**src/sv/obb_pkg.sv**
```systemverilog
package obb_pkg;

  localparam int COORD_BITS  = 16;
  localparam int TRIG_DEPTH  = 1024;

  localparam int HEAD_W      = 16;
  localparam int PHASE_W     = HEAD_W - 2;
  localparam int TRIG_W      = 16;
  localparam int TRIG_FRAC   = TRIG_W - 1;
  localparam int IDX_W       = $clog2(TRIG_DEPTH + 1);
  localparam int IDXP_W      = PHASE_W + IDX_W;
  localparam int DIFF_W      = COORD_BITS + 1;
  localparam int EPROD_W     = COORD_BITS + TRIG_W;
  localparam int RPROD_W     = DIFF_W + TRIG_W;
  localparam int SUM_W       = COORD_BITS + TRIG_W + 3;
  localparam int NUM_STAGES  = 6;
  localparam int CFG_IDX_W   = 2;

  localparam logic [CFG_IDX_W-1:0] REG_EXT_LEFT   = 2'd0;
  localparam logic [CFG_IDX_W-1:0] REG_EXT_RIGHT  = 2'd1;
  localparam logic [CFG_IDX_W-1:0] REG_EXT_TOP    = 2'd2;
  localparam logic [CFG_IDX_W-1:0] REG_EXT_BOTTOM = 2'd3;

  localparam logic [1:0] QUAD_0 = 2'd0;
  localparam logic [1:0] QUAD_1 = 2'd1;
  localparam logic [1:0] QUAD_2 = 2'd2;

  localparam longint signed EXT_LEFT_RST   = -160;
  localparam longint signed EXT_RIGHT_RST  = 160;
  localparam longint signed EXT_TOP_RST    = -240;
  localparam longint signed EXT_BOTTOM_RST = 240;

  localparam longint unsigned PI_Q30  = 64'd3373259426;
  localparam longint signed   ONE_Q30 = 64'sd1073741824;

  localparam int ANGLE_SHIFT  = $clog2(2 * TRIG_DEPTH);
  localparam int TAYLOR_SHIFT = 41;

  // exact floor division by (2n)(2n+1) for numerators below 2^32
  localparam longint unsigned TAYLOR_RECIP [1:10] = '{
    ((64'd1 << TAYLOR_SHIFT) + 64'd5)   / 64'd6,
    ((64'd1 << TAYLOR_SHIFT) + 64'd19)  / 64'd20,
    ((64'd1 << TAYLOR_SHIFT) + 64'd41)  / 64'd42,
    ((64'd1 << TAYLOR_SHIFT) + 64'd71)  / 64'd72,
    ((64'd1 << TAYLOR_SHIFT) + 64'd109) / 64'd110,
    ((64'd1 << TAYLOR_SHIFT) + 64'd155) / 64'd156,
    ((64'd1 << TAYLOR_SHIFT) + 64'd209) / 64'd210,
    ((64'd1 << TAYLOR_SHIFT) + 64'd271) / 64'd272,
    ((64'd1 << TAYLOR_SHIFT) + 64'd341) / 64'd342,
    ((64'd1 << TAYLOR_SHIFT) + 64'd419) / 64'd420
  };

  typedef logic signed [COORD_BITS-1:0] coord_t;
  typedef logic signed [TRIG_W-1:0]     trig_t;
  typedef logic [NUM_STAGES:1]          stage_adv_t;

  typedef struct packed {
    coord_t bottom;
    coord_t top;
    coord_t right;
    coord_t left;
  } bounds_t;

  typedef struct packed {
    coord_t           rect_bottom;
    coord_t           rect_top;
    coord_t           rect_right;
    coord_t           rect_left;
    logic [HEAD_W-1:0] heading;
    coord_t           center_y;
    coord_t           center_x;
  } item_t;

  typedef struct packed {
    logic [3:0][SUM_W-1:0] box_x;
    logic [3:0][SUM_W-1:0] box_y;
    logic [3:0][SUM_W-1:0] bar_x;
    logic [3:0][SUM_W-1:0] bar_y;
  } sums_t;

  typedef logic [TRIG_W-2:0] sin_rom_t [0:TRIG_DEPTH];

  function automatic logic [TRIG_W-2:0] sin_entry(int unsigned k);
    longint unsigned x;
    longint unsigned x2;
    longint unsigned term;
    logic [127:0]    wide;
    longint signed   sum;
    longint signed   r;
    int unsigned     n;
    x    = (PI_Q30 * 64'(k)) >> ANGLE_SHIFT;
    x2   = (x * x) >> 30;
    term = x;
    sum  = longint'(x);
    for (n = 1; n <= 10; n++) begin
      term = (term * x2) >> 30;
      wide = 128'(term) * 128'(TAYLOR_RECIP[n]);
      term = 64'(wide >> TAYLOR_SHIFT);
      if (n[0]) sum = sum - longint'(term);
      else      sum = sum + longint'(term);
    end
    if (sum < 0) sum = 0;
    if (sum > ONE_Q30) sum = ONE_Q30;
    r = (sum + 64'sd16384) >>> 15;
    if (r > 64'sd32767) r = 64'sd32767;
    return r[TRIG_W-2:0];
  endfunction

  function automatic sin_rom_t build_sin_rom();
    sin_rom_t t;
    for (int k = 0; k <= TRIG_DEPTH; k++) t[k] = sin_entry(k);
    return t;
  endfunction

  localparam sin_rom_t SIN_ROM = build_sin_rom();

endpackage

```
**src/sv/obb_cmp.sv**
```systemverilog
module obb_cmp
  import obb_pkg::*;
(
  input  logic       clk,
  input  stage_adv_t adv,
  input  sums_t      sums,
  input  bounds_t    rect,
  input  bounds_t    ext,
  output logic       hit
);

  logic signed [SUM_W-1:0] rl, rr, rt, rb, el, er, et, eb;
  logic [3:0]              box_in;
  logic [3:0]              bar_in;

  assign rl = SUM_W'(rect.left)   <<< TRIG_FRAC;
  assign rr = SUM_W'(rect.right)  <<< TRIG_FRAC;
  assign rt = SUM_W'(rect.top)    <<< TRIG_FRAC;
  assign rb = SUM_W'(rect.bottom) <<< TRIG_FRAC;
  assign el = SUM_W'(ext.left)    <<< TRIG_FRAC;
  assign er = SUM_W'(ext.right)   <<< TRIG_FRAC;
  assign et = SUM_W'(ext.top)     <<< TRIG_FRAC;
  assign eb = SUM_W'(ext.bottom)  <<< TRIG_FRAC;

  always_comb begin
    for (int k = 0; k < 4; k++) begin
      box_in[k] = ($signed(sums.box_x[k]) >= rl) && ($signed(sums.box_x[k]) <= rr)
               && ($signed(sums.box_y[k]) >= rt) && ($signed(sums.box_y[k]) <= rb);
      bar_in[k] = ($signed(sums.bar_x[k]) >= el) && ($signed(sums.bar_x[k]) <= er)
               && ($signed(sums.bar_y[k]) >= et) && ($signed(sums.bar_y[k]) <= eb);
    end
  end

  always_ff @(posedge clk) begin
    if (adv[6]) hit <= (|box_in) | (|bar_in);
  end

endmodule

```
**config.mk**
```make
export PLATFORM = sky130hd
export DESIGN_NAME = obb_cmp
export DESIGN_NICKNAME = d
export VERILOG_FILES = /design/src/sv/obb_pkg.sv /design/src/sv/obb_cmp.sv
export SDC_FILE = /design/constraint.sdc
export NUM_CORES = 1
export LEC_CHECK = 0
export ABC_AREA = 1
export BUFFER_PORTS_ARGS = -buffer_cell sky130_fd_sc_hd__buf_2
export CORE_AREA = 2 2 270 272
export CTS_CLUSTER_SIZE = 10
export DETAILED_ROUTE_END_ITERATION = 8
export DIE_AREA = 0 0 272 274
export PLACE_DENSITY = 0.54
export SYNTH_ARGS = -nofsm -noshare
export SYNTH_HDL_FRONTEND = slang
export SYNTH_SLANG_ARGS = --single-unit
```
**constraint.sdc**
```tcl
create_clock -name clk -period 4.5 [get_ports clk]
set_input_delay 0.675 -clock clk [delete_from_list [all_inputs] [get_ports clk]]
set_output_delay 0.675 -clock clk [all_outputs]
set_load 0.005 [all_outputs]
```
# After elaboration in Yosys (flattened, before gate mapping)
# Index checks and enable logic that the tools add are counted.
[word_totals]
regBits = 1
input_bits = 695
output_inout_bits = 1
wordCells = 60
[classes]
order_cmp = 32
bitwise = 1
n_reduce_logical = 26
[ops]
columns = ["cell", "n"]
rows = [
  ["$ge 35x31->1", 16],
  ["$le 35x31->1", 16],
  ["$logic_and 1x1->1", 24],
  ["$reduce_or 4->1", 2],
  ["$or 1x1->1", 1],
]

# Logic depth before layout (Yosys ltp)
# Gate-level depths: netlist of the first run.
[logic_depth]
depth_word = 6
ltp_mapped = 19
depth_no_buf = 19

# Worst setup path after synthesis of the first run
# Ideal clock, no wire load.
[synth_path]
path_kind = "in2reg"
from = "in ext[47] (netlist name)"
to = "reg hit (data pin)"
setup_time_ns = 0.254
arrival_time_ns = 2.258
required_ns = 4.246
setup_slack_ns = 1.987
cell_stages = 14
n_path_buf = 0
path_cell_list = "inv_1 -> ha_1 -> a21oi_1 -> nand3_1 -> a21oi_1 -> nand3_1 -> nand2_1 -> nand3_1 -> nand2_1 -> inv_2 -> nand2_1 -> nand2_1 -> nor2_1 -> nand2_1"
[synth_between]
elab_chain_cells = 5
elab_cells_between_ends = 14
classes_between = "order compare: 4; bitwise: 1; reduce/logical: 9"
[synth_lines]
columns = ["item", "line", "rtl"]
rows = [
  ["start: declaration", "obb_cmp.sv:8", "input bounds_t ext,"],
  ["$ge 35x31->1", "obb_cmp.sv:30", "&& ($signed(sums.bar_y[k]) >= et) && ($signed(sums.bar_y[k]) <= eb);"],
  ["$logic_and 1x1->1 (2 in series)", "obb_cmp.sv:30", ""],
  ["$reduce_or 4->1 *", "obb_cmp.sv:35", "if (adv[6]) hit <= (|box_in) | (|bar_in);"],
  ["$or 1x1->1 *", "obb_cmp.sv:35", ""],
  ["end signal: assignment", "obb_cmp.sv:35", ""],
  ["end: declaration", "obb_cmp.sv:9", "output logic hit"],
]
# Mark *: on every way between the ends. The rest lies on a longest branch, timed or not.
# A chain may end at the register's enable or synchronous reset.

# Worst setup path after layout of the first run
# Ends and elaborated chain as after synthesis.

==> results of run 1 <==
-- layer usage --
metal	vias to the layer above	wire [um]
met5	-	75
met4	12	2170
met3	96	3830
met2	582	36100
met1	8652	31500
li1	10900	-
-- metrics by stage --
stage          std cells  worst slack, ns  area, um^2
6_report            4558             1.09       22200
3_3_place_gp        4540             1.01       22100
2_1_floorplan       2883             1.99       17400
3_5_place_dp        4540             1.01       22100
5_1_grt             4550            0.723       22200
4_1_cts             4540             1.01       22100
-- cell type report --
cell class,count,area (um^2)
fill,8150,49800
multi-input combinational,2446,15800
timing repair buffer,698,3510
inverter,436,1640
tap,959,1200
antenna,18,45.0
sequential,1,30.0
-- worst max path at each step --
stage                  start  endpoint  slack [ns]  depth (start not counted)
finish               ext[47]       hit        1.09                         16
detailed placement  rect[15]       hit        1.01                         17
floorplan            ext[47]       hit        1.99                         14
global route        rect[15]       hit        0.72                         17
CTS                 rect[15]       hit        1.01                         17
global placement    rect[15]       hit        1.01                         17
-- power breakdown --
| group | switching [W] | internal [W] | leakage (nW) |
|---|---|---|---|
| combinational | 0.00117 | 0.000819 | 13.7 |
| sequential | 0.000000509 | 0.0000138 | 0.00966 |
| clock | 0 | 0.000000000538 | 0.000114 |
-- cells in the mapped netlist, drive strengths merged --
cell type	number	area, um^2
edfxtp	1	30.0
clkinv	3	11.3
o21bai	4	30.0
nand3b	4	30.0
and3	5	31.3
a21oi	212	1060
a21boi	10	75.1
ha	640	8010
nor2	372	1460
a21o	32	240
nor3	16	80.1
nand2	926	3490
nor4	17	106
nand4	69	432
and2	1	6.26
inv	433	1630
nand3	91	460
nor3b	2	15.0
o21ai	45	229
-- cell families after synthesis --
logic type                 share of synthesized area [%]
AOI/OAI and AO/OA                                   9.39
adders and majority gates                           46.0
buffers and inverters                               9.39
DFF                                                0.172
and+or+nand+nor                                     35.1
==> key figures, run 1 <==
Synth
  – Cell count after synthesis: 2883
  – Yosys Warn Count: 0
  – Cell area after synthesis: 0.0174 mm^2
  – Sequential share of the synthesized area: 0.172%
  – #FFs+latches synth: 1
  – Post-synth cell types: 26
  – Post-synthesis area per instance: 6.04 um^2
  – Synthesized Nets: 4218

Layout
  – Layout area overhead: 27.3%
  – Top Registers: hit (1)
  – Commonest non-fill, non-tap cell in the layout: nand2_1
  – End-of-flow core utilization: 30.8%
  – Top reg by flops: hit
  – Commonest non-fill, non-tap cells in the layout: 920 x nand2_1, 690 x buf_2, 640 x ha_1
  – Fin nets: 4918
  – Max reg flops: 1
  – Layout cells sized above 1: 20.4%

Power
  – Pwr Density: 90.5 mW/mm^2
  – Total Power: 0.00201 W
  – Leak pwr: 13.7 nW
  – VDD IR-drop max: 52.1 uV

Global routing
  – Congestion Overflow GR: 0
  – Total track usage: 18.8%
  – First-pass GRT wire length: 107000 um
  – Pin count of the biggest net entering global routing: 21
  – Met2 Use GR: 34.8%
  – GRT met1 Usage: 22.5%
  – Initial antenna violation count: 24
  – GRT Max-Usage Layer: met2
  – Vias in the first global route: 19000
  – Met3 usage: 2.23%

Routing
  – DRT iter0 DRCs: 787
  – DR vias: 20300
  – Avg WL per Cell: 16.2 um
  – DRC: 0
  – Vias per cell: 4.45
  – Total wire length: 73700 um
  – Routed Antenna Nets: 0
  – DRT Pass-1 Iters: 6

Clock network
  – # Post-CTS Setup Buffers: 0
  – Worst-path clk slew: 0 ns
  – PostCTS Resize Cnt: 0
  – Hold buffer count at CTS: 0

STA
  – Crit path time final: 3.41 ns
  – Setup TNS: 0 ns
  – Max Fclk: 293 MHz
  – Worst-Margin Slew: 0.770 ns
  – Final setup fails: 0
  – RSZ-0062 raised after global routing: no
  – Fin Hold WS: 0.928 ns
  – Pins over their slew limit: 0
  – Slew HR: 48.6%
  – Hold Vio Cnt, Final: 0
  – Final period utilization: 75.9%

Floorplan
  – Core area: 0.0720 mm^2
  – Die area: 0.0745 mm^2
  – Die width: 272 um
  – DIE HEIGHT: 274 um
  – Core Rows: 99
  – IO Count: 696
  – Starting Density: 24.2%

Setup path
  – Worst Path Max Fanout: 14
  – Crit path capture type: register
  – Required @ worst endpoint: 4.21 ns
  – Critical path, cell by cell: buf_2, inv_1, buf_4, ha_1, a21oi_1, o21ai_0, a21oi_1, nand3_1, nand2_1, nand3_1, nand2_1, inv_1, nand2_1, nand2_1, nor2_1, nand2_1
  – Critical path class: input pin to register
  – Nature of the critical path startpoint: input pin
  – CP arrival: 3.12 ns
  – Slowest stage delay, CP: 0.39 ns
  – CP top delay family: buffers and inverters
  – CP dominant cell by count: nand2_1
  – Slowest library cell on the worst path: inv_1
  – CP bufs+invs: 4

Min path
  – Hold path startpoint: adv[5]
  – Hold WC Path Type: input pin to register
  – Hold Path Depth: 1
  – WHS Endpoint: hit

Placement
  – DPL Wire Length: 68200 um
  – Routability congestion estimate: 0.930
  – # port buffers: 690

Status
  – Status: finished clean

Job
  – Max Cap Viol: 0
Note: power is estimated with default switching activity, not from simulation.
==> run 2: changes to the inputs <==
--- a/config.mk
+++ b/config.mk
@@ -7,11 +7,11 @@
 export LEC_CHECK = 0
 export ABC_AREA = 1
 export BUFFER_PORTS_ARGS = -buffer_cell sky130_fd_sc_hd__buf_2
-export CORE_AREA = 2 2 270 272
+export CORE_AREA = 2 2 272 274
 export CTS_CLUSTER_SIZE = 10
 export DETAILED_ROUTE_END_ITERATION = 8
-export DIE_AREA = 0 0 272 274
-export PLACE_DENSITY = 0.54
+export DIE_AREA = 0 0 274 276
+export PLACE_DENSITY = 0.53
 export SYNTH_ARGS = -nofsm -noshare
 export SYNTH_HDL_FRONTEND = slang
 export SYNTH_SLANG_ARGS = --single-unit
==> constraint.sdc (replaced) <==
create_clock -name clk -period 3.6 [get_ports clk]
set_input_delay 0.54 -clock clk [delete_from_list [all_inputs] [get_ports clk]]
set_output_delay 0.54 -clock clk [all_outputs]
set_load 0.005 [all_outputs]
==> key figures, run 2 (synthesized netlist as in run 1, its figures left out) <==
Status
  – Status: finished clean

Setup path
  – Critical path class: input pin to register
  – Crit path capture type: register
  – CP dominant cell by count: nand2_1
  – Critical path, cell by cell: buf_2, inv_1, buf_4, ha_1, nand2_1, nor2_1, a21boi_1, nor2_1, nand3_1, nand2_1, nand3_1, nand2_1, inv_1, nand2_1, nand2_1, nor2_1, nand2_1
  – Nature of the critical path startpoint: input pin
  – Slowest stage delay, CP: 0.31 ns (-0.08 ns)
  – Worst Path Max Fanout: 15 (+1)
  – CP arrival: 2.75 ns (-0.37 ns)
  – Slowest library cell on the worst path: ha_1
  – Required @ worst endpoint: 3.28 ns (-0.93 ns)

Routing
  – Avg WL per Cell: 16.4 um (+1.6%)
  – DRC: 0 (unchanged)
  – Routed Antenna Nets: 0 (unchanged)
  – DRT Pass-1 Iters: 5 (-1)
  – Total wire length: 74700 um (+1.4%)
  – Vias per cell: 4.43 (-0.45%)
  – DRT iter0 DRCs: 663 (-16%)
  – DR vias: 20100 (-0.58%)

STA
  – Setup TNS: 0 ns (unchanged)
  – Hold Vio Cnt, Final: 0 (unchanged)
  – Max Fclk: 326 MHz
  – Final period utilization: 85.3%
  – Worst-Margin Slew: 0.657 ns (-0.113 ns)
  – RSZ-0062 raised after global routing: no
  – Final setup fails: 0 (unchanged)
  – Crit path time final: 3.07 ns
  – Pins over their slew limit: 0 (unchanged)
  – Slew HR: 55.8% (+7.2 points)

Power
  – Clock power share: 0% (unchanged)
  – Sequential share of power: 0.7% (about the same)
  – Pwr Density: 113 mW/mm^2 (+25%)
  – P_int: 0.00104 W (+25%)
  – Comb pwr share: 99.3% (about the same)
  – VDD IR-drop max: 79.5 uV (+53%)
  – Total Power: 0.00252 W (+25%)
  – Psw: 0.00147 W (+25%)
  – Leak pwr: 13.8 nW (+0.11%)
  – Sw Ratio: 58.5% (about the same)

Min path
  – WHS Endpoint: hit
  – Hold WC Path Type: input pin to register
  – Hold Path Depth: 1 (unchanged)
  – Hold path startpoint: adv[5]

Placement
  – # port buffers: 690 (unchanged)
  – DPL Wire Length: 69300 um (+1.5%)
  – Placed cells: 4543 (+0.066%)
  – Placed cell areas: 0.0222 mm^2 (+0.10%)
  – Routability congestion estimate: 0.956 (+2.7%)

Floorplan
  – IO Count: 696 (unchanged)
  – Core Rows: 99 (unchanged)
  – Die area: 0.0756 mm^2 (+1.5%)
  – Core area: 0.0726 mm^2 (+0.86%)
  – DIE HEIGHT: 276 um (+0.73%)
  – Die width: 274 um (+0.74%)
  – Starting Density: 24.0% (-0.21 points)

Global routing
  – Congestion Overflow GR: 0 (unchanged)
  – First-pass GRT wire length: 111000 um (+3.4%)
  – Total track usage: 18.9% (+0.099 points)
  – Vias in the first global route: 19500 (+2.6%)
  – Pin count of the biggest net entering global routing: 21 (unchanged)
  – Initial antenna violation count: 25 (+4.2%)

Clock network
  – # Post-CTS Setup Buffers: 0 (unchanged)
  – Hold buffer count at CTS: 0 (unchanged)
  – Worst-path clk slew: 0 ns (unchanged)
  – PostCTS Resize Cnt: 0 (unchanged)

Layout
  – Commonest non-fill, non-tap cell in the layout: nand2_1
  – Post-route cell area: 0.0222 mm^2 (unchanged)
  – Commonest non-fill, non-tap cells in the layout: 920 x nand2_1, 690 x buf_2, 640 x ha_1
  – Top Registers: hit (1)
  – Max reg flops: 1 (unchanged)
  – Top reg by flops: hit
  – Fill cells: 8319 (+2.1%)
  – Fin nets: 4921 (+0.061%)
  – Layout cells sized above 1: 20.4% (+0.067 points)
  – Layout area overhead: 27.3% (unchanged)
  – Layout Cells excl Fill: 4552 (-0.13%)

Job
  – Max Cap Viol: 0 (unchanged)
-- run 2: metal layers --
| metal | vias up | routed length [um] | GRT usage, % |
|---|---|---|---|
| met5 | - | 139 | 0 |
| met4 | 22 | 1870 | 3.97 |
| met3 | 96 | 4030 | 2.36 |
| met2 | 534 | 36400 | 34.8 |
| met1 | 8569 | 32300 | 23.0 |
| li1 | 10900 | - | - |
-- run 2: critical path: cells and delay by family --
kind	cells	cell delay, ns
buffers and inverters	4	0.62
AND/OR/NAND/NOR	11	1.15
AO/OA/AOI/OAI	1	0.12
adder cells (fa/ha/maj)	1	0.31
-- run 2: through the flow --
stage	setup WS, ns	hold WS, ns	util [%]
2_1_floorplan	1.22	0.652	-
3_3_place_gp	0.449	0.752	30.5
3_5_place_dp	0.444	0.756	30.5
4_1_cts	0.433	0.756	30.5
5_1_grt	0.197	0.755	30.5
6_report	0.529	0.751	30.6
-- run 2: area by class of cell --
type,instances,area [um^2],share of cell area (%)
inverter,436,1640,7.38
multi-input combinational,2446,15800,71.0
antenna,9,22.5,0.102
sequential,1,30.0,0.135
timing repair buffer,701,3540,15.9
tap,959,1200,5.41
-- run 2: worst max path at each step --
stage,slack [ns],endpoint,depth (start not counted),start
3_3_place_gp,0.45,hit,16,rect[11]
4_1_cts,0.43,hit,17,rect[63]
6_report,0.53,hit,17,rect[63]
5_1_grt,0.20,hit,17,rect[63]
3_5_place_dp,0.44,hit,17,rect[63]
2_1_floorplan,1.22,hit,14,ext[47]
-- run 2: power groups by stage --
stage / clock network (W) / logic, W / registers (W)
floorplan: 0 / 0.00148 / 0.0000183
global placement: 0 / 0.00247 / 0.0000176
detailed placement: 0 / 0.00251 / 0.0000177
CTS: 0 / 0.00253 / 0.0000177
global route: 0.000000000260 / 0.00291 / 0.0000179
finish: 0.000000000335 / 0.00250 / 0.0000177
==> run 3: changes to the inputs <==
--- a/config.mk
+++ b/config.mk
@@ -7,11 +7,12 @@
 export LEC_CHECK = 0
 export ABC_AREA = 1
 export BUFFER_PORTS_ARGS = -buffer_cell sky130_fd_sc_hd__buf_2
-export CORE_AREA = 2 2 272 274
+export CORE_AREA = 2 2 270 272
 export CTS_CLUSTER_SIZE = 10
 export DETAILED_ROUTE_END_ITERATION = 8
-export DIE_AREA = 0 0 274 276
-export PLACE_DENSITY = 0.53
+export DIE_AREA = 0 0 272 274
+export PLACE_DENSITY = 0.54
+export RECOVER_POWER = 100
 export SYNTH_ARGS = -nofsm -noshare
 export SYNTH_HDL_FRONTEND = slang
 export SYNTH_SLANG_ARGS = --single-unit
==> key figures, run 3 (synthesized netlist as in run 1, its figures left out) <==
Floorplan
  – Starting Density: 24.2% (+0.21 points)
  – IO Count: 696 (unchanged)
  – Die width: 272 um (-0.73%)
  – Die area: 0.0745 mm^2 (-1.4%)
  – Core area: 0.0720 mm^2 (-0.85%)
  – Core Rows: 99 (unchanged)
  – DIE HEIGHT: 274 um (-0.72%)

Clock network
  – # Post-CTS Setup Buffers: 0 (unchanged)
  – Hold buffer count at CTS: 0 (unchanged)
  – Worst-path clk slew: 0 ns (unchanged)
  – PostCTS Resize Cnt: 0 (unchanged)

Routing
  – DRT iter0 DRCs: 687 (+3.6%)
  – DRT Pass-1 Iters: 5 (unchanged)
  – Routed Antenna Nets: 0 (unchanged)
  – Avg WL per Cell: 16.1 um (-1.9%)
  – DR vias: 20400 (+1.2%)
  – DRC: 0 (unchanged)
  – Total wire length: 73400 um (-1.8%)
  – Vias per cell: 4.47 (+1.1%)

Layout
  – Layout cells sized above 1: 20.4% (about the same)
  – Commonest non-fill, non-tap cells in the layout: 920 x nand2_1, 689 x buf_2, 640 x ha_1
  – Max reg flops: 1 (unchanged)
  – Top reg by flops: hit
  – Top Registers: hit (1)
  – Layout area overhead: 27.4% (about the same)
  – Register Area: 30.0 um^2 (unchanged)
  – Fin nets: 4922 (+0.020%)
  – Commonest non-fill, non-tap cell in the layout: nand2_1
  – Post-route cell area: 0.0222 mm^2 (about the same)
  – Fill cells: 8189 (-1.6%)
  – Multi-input gate area: 0.0158 mm^2 (unchanged)
  – End-of-flow core utilization: 30.8% (+0.29 points)

Placement
  – Placed cell areas: 0.0222 mm^2 (about the same)
  – Routability congestion estimate: 0.923 (-3.4%)
  – DPL Wire Length: 68400 um (-1.3%)
  – Pre-CTS setup slack: 0.440 ns (-0.00372 ns)
  – # port buffers: 690 (unchanged)

Status
  – Status: finished clean

Global routing
  – Vias in the first global route: 18900 (-3.3%)
  – Total track usage: 18.6% (-0.22 points)
  – Pin count of the biggest net entering global routing: 21 (unchanged)
  – Initial antenna violation count: 38 (+52%)
  – First-pass GRT wire length: 107000 um (-3.7%)
  – Congestion Overflow GR: 0 (unchanged)

Setup path
  – Slowest library cell on the worst path: inv_1
  – Critical path class: input pin to register
  – Crit path capture type: register
  – Nature of the critical path startpoint: input pin
  – Worst Path Max Fanout: 12 (-3)
  – Critical path, cell by cell: buf_2, inv_1, clkbuf_2, ha_1, a21oi_1, nand3_1, a21oi_1, nand3_1, nand2_1, nand3_1, nand2_1, inv_2, nand2_1, nand2_1, nor2_1, nand2_1
  – Slowest stage delay, CP: 0.38 ns (+0.07 ns)
  – Required @ worst endpoint: 3.30 ns (+0.02 ns)
  – CP dominant cell by count: nand2_1
  – Crit path to: hit
  – CP arrival: 2.83 ns (+0.08 ns)
  – Critical path origin: ext[47]

STA
  – Max Fclk: 319 MHz (-1.9%)
  – Fin Hold WS: 0.856 ns (+0.105 ns)
  – Slew HR: 53.6% (-2.2 points)
  – Setup TNS: 0 ns (unchanged)
  – RSZ-0062 raised after global routing: no
  – Final setup fails: 0 (unchanged)
  – Crit path time final: 3.13 ns (+0.0610 ns)
  – Hold Vio Cnt, Final: 0 (unchanged)
  – Setup ws final: 0.468 ns (-0.0610 ns)
  – Pins over their slew limit: 0 (unchanged)
  – Final period utilization: 87.0% (+1.7 points)
  – Worst-Margin Slew: 0.690 ns (+0.0332 ns)

Job
  – Max Cap Viol: 0 (unchanged)

Min path
  – Hold WC Path Type: input pin to register

Power
  – Pwr Density: 113 mW/mm^2 (-0.48%)
  – VDD IR-drop max: 74.3 uV (-6.5%)
  – Leak pwr: 13.8 nW (about the same)
-- run 3: cell count changes in the layout (fill, tap and decap cells not counted), sizes merged --
cell / previous run / this run
clkbuf: 0 / 2
diode: 9 / 15
buf: 701 / 700
-- run 3: final cells by class --
| class | count | share of cell area (%) |
|---|---|---|
| antenna | 15 | 0.169 |
| inverter | 436 | 7.37 |
| multi-input combinational | 2446 | 71.0 |
| sequential | 1 | 0.135 |
| tap | 959 | 5.41 |
| timing repair buffer | 702 | 15.9 |
-- run 3: critical path: cells and delay by family --
family | cells | cell delay [ns]
adder cells (fa/ha/maj) | 1 | 0.32
AO/OA/AOI/OAI | 2 | 0.37
AND/OR/NAND/NOR | 9 | 0.82
buffers and inverters | 4 | 0.78
-- run 3: worst min path at each step --
stage,from,endpoint,slack (ns),cells past startpoint
5_1_grt,adv[5],hit,0.84,1
3_5_place_dp,adv[5],hit,0.79,1
6_report,adv[5],hit,0.86,1
2_1_floorplan,adv[5],hit,0.65,0
4_1_cts,adv[5],hit,0.79,1
3_3_place_gp,adv[5],hit,0.80,1
-- run 3: layer usage --
metal / GRT usage (%) / part of all wire, % / up-vias / routed length, um
met5: 0 / 0.28 / - / 207
met4: 5.36 / 3.1 / 34 / 2240
met3: 3.67 / 6.3 / 124 / 4650
met2: 34.6 / 49 / 568 / 36200
met1: 21.4 / 41 / 8731 / 30100
li1: - / - / 10900 / -
-- run 3: power breakdown --
group / internal, W / switching [W]
sequential: 0.0000172 / 0.000000890
combinational: 0.00103 / 0.00146
clock: 0.000000000559 / 0
total: 0.00104 / 0.00146
-- run 3: stage by stage --
step | total power, W | cells
3_5_place_dp | 0.00253 | 4544
6_report | 0.00251 | 4559
5_1_grt | 0.00292 | 4553
4_1_cts | 0.00254 | 4544
2_1_floorplan | 0.00150 | 2883
3_3_place_gp | 0.00249 | 4544
